<file path="src/design/rpfd_pkg.sv">
// Package for the radix-r fixed-point divider.
// Holds field widths, register map and radix limits; no dependencies.
package rpfd_pkg;

    localparam int MANT_W     = 24;
    localparam int SCALE_W    = 3;
    localparam int RADIX_W    = 6;
    localparam int PADDR_W    = 3;
    localparam int PDATA_W    = 32;

    localparam logic [RADIX_W-1:0] RADIX_RESET = 6'd10;
    localparam logic [RADIX_W-1:0] RADIX_MIN   = 6'd2;
    localparam logic [RADIX_W-1:0] RADIX_MAX   = 6'd36;

    // Register index, taken from paddr word bit
    localparam logic REG_RADIX = 1'b0;

endpackage

</file>
<file path="src/design/rpfd_if.sv">
// Stream interfaces for the radix-r fixed-point divider: operand and quotient digit beats.
// Depends on rpfd_pkg.
interface rpfd_in_if;
    logic                          valid;
    logic                          ready;
    logic [rpfd_pkg::MANT_W-1:0]   dividend_mantissa;
    logic [rpfd_pkg::SCALE_W-1:0]  dividend_scale;
    logic [rpfd_pkg::MANT_W-1:0]   divisor_mantissa;
    logic [rpfd_pkg::SCALE_W-1:0]  divisor_scale;

    modport source (output valid, dividend_mantissa, dividend_scale,
                    divisor_mantissa, divisor_scale, input ready);
    modport sink   (input valid, dividend_mantissa, dividend_scale,
                    divisor_mantissa, divisor_scale, output ready);
endinterface

interface rpfd_out_if;
    logic                          valid;
    logic                          ready;
    logic [rpfd_pkg::RADIX_W-1:0]  digit;
    logic                          in_fraction;
    logic                          div_error;
    logic                          last;

    modport source (output valid, digit, in_fraction, div_error, last, input ready);
    modport sink   (input valid, digit, in_fraction, div_error, last, output ready);
endinterface

</file>
<file path="src/design/radix_p_fixed_point_divider.sv">
// Operation: scale both operands, run the main division, peel off the integer digits by
// repeated division by the radix, then form each fractional digit by a short division;
// each digit leaves as one output beat, and a zero divisor gives a single error beat.
// One division at a time: the next operand beat is taken in the cycle after the last beat
// leaves, so the shared restoring divider (one bit per cycle) sets the rate.
// Reset (rst_n, asynchronous, active low) sets the radix to 10 and returns to idle.
module radix_p_fixed_point_divider #(
    parameter int FRAC_DIGITS = 9,
    parameter int MANT_BITS   = 24,
    parameter int MAX_SCALE   = 4
) (
    input  logic                          clk,
    input  logic                          rst_n,
    input  logic                          psel,
    input  logic                          penable,
    input  logic                          pwrite,
    input  logic [rpfd_pkg::PADDR_W-1:0]  paddr,
    input  logic [rpfd_pkg::PDATA_W-1:0]  pwdata,
    output logic [rpfd_pkg::PDATA_W-1:0]  prdata,
    output logic                          pready,
    rpfd_in_if.sink                       operands,
    rpfd_out_if.source                    quotient
);
    import rpfd_pkg::*;

    localparam int POW_W  = $clog2(36 ** MAX_SCALE + 1);
    localparam int PROD_W = MANT_BITS + POW_W;
    localparam int MUL_W  = PROD_W + RADIX_W;
    localparam int IT_W   = $clog2(PROD_W + 1);
    localparam int AW     = $clog2(PROD_W);
    localparam int FC_W   = $clog2(FRAC_DIGITS + 1);

    typedef enum logic [2:0] {
        S_IDLE, S_SCALE, S_DIV, S_POST, S_IREAD, S_ILOAD, S_OUT, S_FMUL
    } state_t;

    typedef enum logic [1:0] {PH_MAIN, PH_INT, PH_FRAC} phase_t;

    state_t               state_reg;
    phase_t               phase_reg;
    logic [RADIX_W-1:0]   radix_reg;
    logic [RADIX_W-1:0]   r_reg;
    logic [PROD_W-1:0]    num_reg;
    logic [PROD_W-1:0]    den_reg;
    logic [PROD_W-1:0]    rem_reg;
    logic [SCALE_W-1:0]   cnt_v_reg;
    logic [SCALE_W-1:0]   cnt_d_reg;
    logic [PROD_W-1:0]    p_reg;
    logic [PROD_W-1:0]    x_reg;
    logic [PROD_W-1:0]    d_reg;
    logic [IT_W-1:0]      it_reg;
    logic [IT_W-1:0]      nint_reg;
    logic [AW-1:0]        idx_reg;
    logic [FC_W-1:0]      fcnt_reg;
    logic                 out_valid_reg;
    logic [RADIX_W-1:0]   out_digit_reg;
    logic                 out_frac_reg;
    logic                 out_err_reg;
    logic                 out_last_reg;

    logic [RADIX_W-1:0]   stack_mem [PROD_W];
    logic [RADIX_W-1:0]   rd_reg;

    logic [RADIX_W-1:0]   wr_val;
    logic [SCALE_W-1:0]   ds_clamp;
    logic [SCALE_W-1:0]   vs_clamp;
    logic [PROD_W-1:0]    mul_a;
    logic [MUL_W-1:0]     mul_p;
    logic [PROD_W:0]      div_t;
    logic [PROD_W:0]      div_diff;
    logic                 div_ge;
    logic                 stack_we;

    // ---------------- configuration port ----------------
    assign pready = 1'b1;
    assign prdata = PDATA_W'(radix_reg);
    assign wr_val = pwdata[RADIX_W-1:0];

    always_ff @(posedge clk or negedge rst_n)
    begin
        if (!rst_n)
        begin
            radix_reg <= RADIX_RESET;
        end
        else if (psel && penable && pwrite && pready && (paddr[2] == REG_RADIX))
        begin
            priority if (wr_val < RADIX_MIN)
                radix_reg <= RADIX_MIN;
            else if (wr_val > RADIX_MAX)
                radix_reg <= RADIX_MAX;
            else
                radix_reg <= wr_val;
        end
    end

    // ---------------- shared datapath ----------------
    assign ds_clamp = (operands.dividend_scale > SCALE_W'(MAX_SCALE)) ?
                      SCALE_W'(MAX_SCALE) : operands.dividend_scale;
    assign vs_clamp = (operands.divisor_scale > SCALE_W'(MAX_SCALE)) ?
                      SCALE_W'(MAX_SCALE) : operands.divisor_scale;

    always_comb
    begin
        priority if (state_reg == S_FMUL)
            mul_a = rem_reg;
        else if (cnt_v_reg != '0)
            mul_a = num_reg;
        else
            mul_a = den_reg;
    end

    assign mul_p    = MUL_W'(mul_a) * MUL_W'(r_reg);

    // One restoring step: shift in the next dividend bit, subtract if it fits
    assign div_t    = {p_reg, x_reg[PROD_W-1]};
    assign div_diff = div_t - {1'b0, d_reg};
    assign div_ge   = (div_t >= {1'b0, d_reg});

    assign operands.ready       = (state_reg == S_IDLE);
    assign quotient.valid       = out_valid_reg;
    assign quotient.digit       = out_digit_reg;
    assign quotient.in_fraction = out_frac_reg;
    assign quotient.div_error   = out_err_reg;
    assign quotient.last        = out_last_reg;

    assign stack_we = (state_reg == S_POST) && (phase_reg == PH_INT);

    // Integer digit stack, emitted in reverse order
    always_ff @(posedge clk)
    begin
        if (stack_we)
            stack_mem[nint_reg[AW-1:0]] <= p_reg[RADIX_W-1:0];
        if (state_reg == S_IREAD)
            rd_reg <= stack_mem[idx_reg];
    end

    // ---------------- sequencer ----------------
    always_ff @(posedge clk or negedge rst_n)
    begin
        if (!rst_n)
        begin
            state_reg     <= S_IDLE;
            phase_reg     <= PH_MAIN;
            out_valid_reg <= 1'b0;
            it_reg        <= '0;
            nint_reg      <= '0;
            idx_reg       <= '0;
            fcnt_reg      <= '0;
            cnt_v_reg     <= '0;
            cnt_d_reg     <= '0;
        end
        else
        begin
            unique case (state_reg)
                S_IDLE:
                begin
                    if (operands.valid)
                    begin
                        r_reg     <= radix_reg;
                        num_reg   <= PROD_W'(operands.dividend_mantissa[MANT_BITS-1:0]);
                        den_reg   <= PROD_W'(operands.divisor_mantissa[MANT_BITS-1:0]);
                        cnt_v_reg <= vs_clamp;
                        cnt_d_reg <= ds_clamp;
                        fcnt_reg  <= '0;
                        phase_reg <= PH_MAIN;
                        if (operands.divisor_mantissa[MANT_BITS-1:0] == '0)
                        begin
                            out_valid_reg <= 1'b1;
                            out_digit_reg <= '0;
                            out_frac_reg  <= 1'b0;
                            out_err_reg   <= 1'b1;
                            out_last_reg  <= 1'b1;
                            state_reg     <= S_OUT;
                        end
                        else
                        begin
                            state_reg <= S_SCALE;
                        end
                    end
                end

                // Bring both operands to a common scale
                S_SCALE:
                begin
                    priority if (cnt_v_reg != '0)
                    begin
                        num_reg   <= mul_p[PROD_W-1:0];
                        cnt_v_reg <= cnt_v_reg - 1'b1;
                    end
                    else if (cnt_d_reg != '0)
                    begin
                        den_reg   <= mul_p[PROD_W-1:0];
                        cnt_d_reg <= cnt_d_reg - 1'b1;
                    end
                    else
                    begin
                        p_reg     <= '0;
                        x_reg     <= num_reg;
                        d_reg     <= den_reg;
                        it_reg    <= IT_W'(PROD_W);
                        phase_reg <= PH_MAIN;
                        state_reg <= S_DIV;
                    end
                end

                S_DIV:
                begin
                    p_reg  <= div_ge ? div_diff[PROD_W-1:0] : div_t[PROD_W-1:0];
                    x_reg  <= {x_reg[PROD_W-2:0], div_ge};
                    it_reg <= it_reg - 1'b1;
                    if (it_reg == IT_W'(1))
                        state_reg <= S_POST;
                end

                S_POST:
                begin
                    unique case (phase_reg)
                        PH_MAIN:
                        begin
                            // Quotient stays in x; peel off radix digits from it
                            rem_reg   <= p_reg;
                            p_reg     <= '0;
                            d_reg     <= PROD_W'(r_reg);
                            it_reg    <= IT_W'(PROD_W);
                            nint_reg  <= '0;
                            phase_reg <= PH_INT;
                            state_reg <= S_DIV;
                        end
                        PH_INT:
                        begin
                            nint_reg <= nint_reg + 1'b1;
                            if (x_reg == '0)
                            begin
                                idx_reg   <= nint_reg[AW-1:0];
                                state_reg <= S_IREAD;
                            end
                            else
                            begin
                                p_reg     <= '0;
                                it_reg    <= IT_W'(PROD_W);
                                state_reg <= S_DIV;
                            end
                        end
                        PH_FRAC:
                        begin
                            rem_reg       <= p_reg;
                            fcnt_reg      <= fcnt_reg + 1'b1;
                            out_valid_reg <= 1'b1;
                            out_digit_reg <= x_reg[RADIX_W-1:0];
                            out_frac_reg  <= 1'b1;
                            out_err_reg   <= 1'b0;
                            out_last_reg  <= (fcnt_reg == FC_W'(FRAC_DIGITS - 1));
                            state_reg     <= S_OUT;
                        end
                        default:
                        begin
                            state_reg <= S_IDLE;
                        end
                    endcase
                end

                S_IREAD:
                begin
                    state_reg <= S_ILOAD;
                end

                S_ILOAD:
                begin
                    out_valid_reg <= 1'b1;
                    out_digit_reg <= rd_reg;
                    out_frac_reg  <= 1'b0;
                    out_err_reg   <= 1'b0;
                    out_last_reg  <= 1'b0;
                    state_reg     <= S_OUT;
                end

                S_OUT:
                begin
                    if (quotient.ready)
                    begin
                        out_valid_reg <= 1'b0;
                        priority if (out_last_reg)
                            state_reg <= S_IDLE;
                        else if ((phase_reg == PH_INT) && (idx_reg != '0))
                        begin
                            idx_reg   <= idx_reg - 1'b1;
                            state_reg <= S_IREAD;
                        end
                        else
                            state_reg <= S_FMUL;
                    end
                end

                // Next fraction digit: divide rem*r by den, quotient fits in RADIX_W bits
                S_FMUL:
                begin
                    p_reg     <= mul_p[MUL_W-1:RADIX_W];
                    x_reg     <= {mul_p[RADIX_W-1:0], {(PROD_W-RADIX_W){1'b0}}};
                    d_reg     <= den_reg;
                    it_reg    <= IT_W'(RADIX_W);
                    phase_reg <= PH_FRAC;
                    state_reg <= S_DIV;
                end

                default:
                begin
                    state_reg <= S_IDLE;
                end
            endcase
        end
    end

`ifndef ASSERT_OFF
    a_idle_empty: assert property (@(posedge clk) disable iff (!rst_n)
        operands.ready |-> !quotient.valid)
        else $error("output beat pending while accepting operands");

    a_err_beat: assert property (@(posedge clk) disable iff (!rst_n)
        (quotient.valid && quotient.div_error) |-> (quotient.last && quotient.digit == '0))
        else $error("error beat malformed");

    a_int_not_last: assert property (@(posedge clk) disable iff (!rst_n)
        (quotient.valid && !quotient.in_fraction && !quotient.div_error) |-> !quotient.last)
        else $error("integer digit flagged last");

    a_div_partial: assert property (@(posedge clk) disable iff (!rst_n)
        (state_reg == S_DIV) |-> (d_reg != '0 && p_reg < d_reg))
        else $error("divider partial remainder out of range");

    a_digit_range: assert property (@(posedge clk) disable iff (!rst_n)
        quotient.valid |-> (quotient.digit < r_reg || quotient.div_error))
        else $error("digit not below radix");
`endif

endmodule
</file>
<file path="src/flat_wrapper.sv">
// flat-port wrapper written by rule: the top's interface ports become plain ports
module radix_p_fixed_point_divider_flat import rpfd_pkg::*;
#(
    parameter int FRAC_DIGITS = 9,
    parameter int MANT_BITS   = 24,
    parameter int MAX_SCALE   = 4
)
  (clk, rst_n, psel, penable, pwrite, paddr, pwdata, prdata, pready, operands_valid, operands_dividend_mantissa, operands_dividend_scale, operands_divisor_mantissa, operands_divisor_scale, operands_ready, quotient_valid, quotient_digit, quotient_in_fraction, quotient_div_error, quotient_last, quotient_ready);
  rpfd_in_if operands_i ();
  rpfd_out_if quotient_i ();
  input  logic clk;
  input  logic rst_n;
  input  logic psel;
  input  logic penable;
  input  logic pwrite;
  input  logic [rpfd_pkg::PADDR_W-1:0] paddr;
  input  logic [rpfd_pkg::PDATA_W-1:0] pwdata;
  output logic [rpfd_pkg::PDATA_W-1:0] prdata;
  output logic pready;
  input wire logic [$bits(operands_i.valid)-1:0] operands_valid;
  input wire logic [$bits(operands_i.dividend_mantissa)-1:0] operands_dividend_mantissa;
  input wire logic [$bits(operands_i.dividend_scale)-1:0] operands_dividend_scale;
  input wire logic [$bits(operands_i.divisor_mantissa)-1:0] operands_divisor_mantissa;
  input wire logic [$bits(operands_i.divisor_scale)-1:0] operands_divisor_scale;
  output wire logic [$bits(operands_i.ready)-1:0] operands_ready;
  output wire logic [$bits(quotient_i.valid)-1:0] quotient_valid;
  output wire logic [$bits(quotient_i.digit)-1:0] quotient_digit;
  output wire logic [$bits(quotient_i.in_fraction)-1:0] quotient_in_fraction;
  output wire logic [$bits(quotient_i.div_error)-1:0] quotient_div_error;
  output wire logic [$bits(quotient_i.last)-1:0] quotient_last;
  input wire logic [$bits(quotient_i.ready)-1:0] quotient_ready;
  assign operands_i.valid = operands_valid;
  assign operands_i.dividend_mantissa = operands_dividend_mantissa;
  assign operands_i.dividend_scale = operands_dividend_scale;
  assign operands_i.divisor_mantissa = operands_divisor_mantissa;
  assign operands_i.divisor_scale = operands_divisor_scale;
  assign operands_ready = operands_i.ready;
  assign quotient_valid = quotient_i.valid;
  assign quotient_digit = quotient_i.digit;
  assign quotient_in_fraction = quotient_i.in_fraction;
  assign quotient_div_error = quotient_i.div_error;
  assign quotient_last = quotient_i.last;
  assign quotient_i.ready = quotient_ready;
  radix_p_fixed_point_divider #(.FRAC_DIGITS(FRAC_DIGITS), .MANT_BITS(MANT_BITS), .MAX_SCALE(MAX_SCALE)) u_core (.clk(clk), .rst_n(rst_n), .psel(psel), .penable(penable), .pwrite(pwrite), .paddr(paddr), .pwdata(pwdata), .prdata(prdata), .pready(pready), .operands(operands_i), .quotient(quotient_i));
endmodule
</file>
<file path="config.mk">
export PLATFORM = sky130hd
export DESIGN_NAME = radix_p_fixed_point_divider_flat
export DESIGN_NICKNAME = d
export VERILOG_FILES = /design/src/design/rpfd_pkg.sv /design/src/design/rpfd_if.sv /design/src/design/radix_p_fixed_point_divider.sv /design/src/flat_wrapper.sv
export SDC_FILE = /design/constraint.sdc
export NUM_CORES = 2
export LEC_CHECK = 0
export BUFFER_PORTS_ARGS = -buffer_cell sky130_fd_sc_hd__buf_2
export CAP_MARGIN = 20
export CORE_UTILIZATION = 68
export DETAILED_ROUTE_END_ITERATION = 12
export PLACE_DENSITY_LB_ADDON = 0.3
export SYNTH_ARGS = -nofsm -noshare
export SYNTH_HDL_FRONTEND = slang
export SYNTH_SLANG_ARGS = --single-unit
</file>
<file path="constraint.sdc">
create_clock -name clk -period 14.69 [get_ports clk]
set_clock_uncertainty 0.1 [all_clocks]
set_input_delay 0.7345 -clock clk [delete_from_list [all_inputs] [get_ports clk]]
set_output_delay 0.7345 -clock clk [all_outputs]
set_load 0.02 [all_outputs]
</file>
==> flow_summary.json <==
{
  "synth.most_common_cell": "edfxtp_1",
  "fin_util_pct": 74.2,
  "synth.top_cell.area_share_pct": 45.7,
  "slew_violations": 0,
  "synthCells": 3179,
  "firstDrtPassIters": 6,
  "start_util_pct": 68.7,
  "hold_class": "input pin to asynchronous set/reset pin",
  "root_buffer": "clkbuf_16",
  "rr_worst_depth": 20,
  "port_buffers": 84,
  "hold_slack_ns": 0.106,
  "fin_nets": 3578,
  "cp.arrival_ns": 9.30,
  "synth_enable_flop_cells": 561,
  "rrSetupSlack_ns": 5.74,
  "ys_seq_area_share_pct": 48.4,
  "first_global_vias": 26600,
  "start_kind": "register",
  "syn_area_per_cell_sq_um": 11.6,
  "finalWeightedCongestion": 0.945,
  "netlist_top_cells_count": "edfxtp_1 (561), inv_1 (310), and2_1 (298)",
  "setup_tns_ns": 0,
  "fmax_mhz": 112,
  "fin_crit_ns": 8.95,
  "grt_pass1_wl_mm": 151,
  "worstMarginPinSlew_ns": 1.18,
  "period_share_pct": 60.9,
  "rows": 85,
  "synth-async-reset-ratio_pct": 6.66,
  "ctsResizeCount": 0,
  "drt_first_iter_violations": 2878,
  "ios": 140,
  "setup_viol": 0,
  "cts_tree": "built",
  "drc": 0,
  "clk_latency_ns": 0.63,
  "drive_above_1_share_pct": 10.9,
  "avgRoutedWirePerCell_um": 24.7,
  "grt_remaining_overflow": 0,
  "numCtsBuffers": 66,
  "grt_use_total_pct": 35.8,
  "placed_area_sq_um": 37700,
  "antenna_found_initial": 1,
  "endpoint_kind": "register",
  "postLayoutCellArea_sq_um": 39900,
  "yosysWarnings": 0,
  "nFillCells": 3381,
  "r2r-end": "u_core.p_reg[36]",
  "largest_reg_flops": 270,
  "ant_nets": 0,
  "synth_cell_types": 89,
  "rsz0062_at_grt": "false",
  "cts.sinks": 601,
  "max_cap_violations": 0,
  "wirelength_mm": 97.2,
  "die_y_um": 235,
  "ys_seq_elements": 601,
  "grt_max_degree": 85,
  "area_delta_synth_final_pct": 8.01,
  "synthFlopType": "edfxtp_1",
  "finalHoldViolCount": 0,
  "core_sq_um": 53700,
  "slew_headroom_pct": 21.2,
  "hpwl_mm": 64.9,
  "die_w_um": 235,
  "synth_largest_area_cell": "edfxtp_1",
  "status": "completed",
  "ctsHoldBuffers": 0,
  "die-area_sq_um": 55200,
  "htreeDepth": 3,
  "cts_setup_buffers": 0,
  "critPathKind": "register to register",
  "syn_area_sq_um": 36900,
  "routed_via_density": 6.61,
  "ys_top_cells_by_area": "edfxtp_1 (46%), fa_1 (9.4%), mux4_2 (5.1%), and2_1 (5.1%), ha_1 (3.9%)",
  "clk_pin_slew_ns": 0.07,
  "worst_ep_required_time_ns": 15.05,
  "r2r-start": "u_core.state_reg[0]",
  "route.vias.total": 26100,
  "cts_max_path_buffers": 3,
  "critPathMaxFanout": 72
}
how the worst max path moves through the flow:
stage | startpoint | endpoint
final | u_core.state_reg[0] | u_core.p_reg[36]
after global routing | u_core.state_reg[0] | u_core.p_reg[36]
after CTS | u_core.state_reg[0] | u_core.p_reg[42]
after detailed placement | u_core.state_reg[0] | u_core.p_reg[42]
after global placement | u_core.state_reg[0] | u_core.p_reg[42]
after floorplan | u_core.cnt_v_reg[0] | u_core.p_reg[41]
layer usage:
metal  share of wire [%]  track usage, %
met5                   0               0
met3                 8.8            5.59
met2                  50            60.3
met4                 5.3            18.1
met1                  36            45.5
final cells by class:
cell class	count	area, sq um	area share [%]
well taps	696	871	2.19
flip-flops and latches	601	17900	44.8
inverters	310	1160	2.92
clock buffers	76	1690	4.24
multi-input cells	2098	17200	43.1
diodes	1	2.50	0.00628
clock inverters	43	434	1.09
repair buffers	116	673	1.69
worst max-delay path, cell delays in order (launching register included):
cell	delay [ns]
dfrtp_1	0.85
nand3_4	0.76
buf_4	0.63
a21oi_1	0.55
and2_1	0.22
fa_1	0.44
fa_1	0.50
inv_1	0.06
fa_1	0.54
inv_1	0.05
ha_1	0.37
nand3_1	0.15
nor4_2	0.54
o311ai_1	0.22
a2111oi_1	1.09
o21ai_0	0.52
nand2_1	0.29
a21oi_1	0.11
xnor2_1	0.49
nand2_1	0.12
o211ai_1	0.11
through the flow:
step / cells / setup slack, ns
final: 3941 / 5.74
after global routing: 3941 / 5.47
after CTS: 3939 / 5.87
after detailed placement: 3820 / 5.98
after global placement: 3820 / 6.29
after floorplan: 3204 / 8.57
cells in the final DEF (no fill, tap or decap), types with 39 or more instances in the layout:
master / synthesis / routed
buf_2: 17 / 84
xor2_1: 43 / 43
ha_1: 115 / 115
a22o_1: 42 / 42
mux2i_1: 64 / 64
edfxtp_1: 561 / 561
clkbuf_16: 0 / 66
nand3_1: 40 / 39
inv_1: 310 / 310
xnor2_1: 44 / 44
nand2_1: 187 / 187
o21ai_0: 100 / 100
fa_1: 174 / 174
mux4_2: 84 / 84
nor2_1: 233 / 229
a21oi_1: 198 / 198
a21o_1: 71 / 71
and2_1: 298 / 296
cells by family after synthesis:
group	Yosys count	synth area share, %
AO/OA/AOI/OAI	600	10.5
XOR/XNOR	87	2.07
adder cells (fa/ha/maj)	289	13.3
buffers and inverters	505	5.56
flip-flops	601	48.4
multiplexers	155	7.08
other	2	0.0204
AND/OR/NAND/NOR	940	13.1
Power is left out: the tool's default activity adds up to more than one toggle a clock period on the data nets, which glitch-free logic cannot reach.
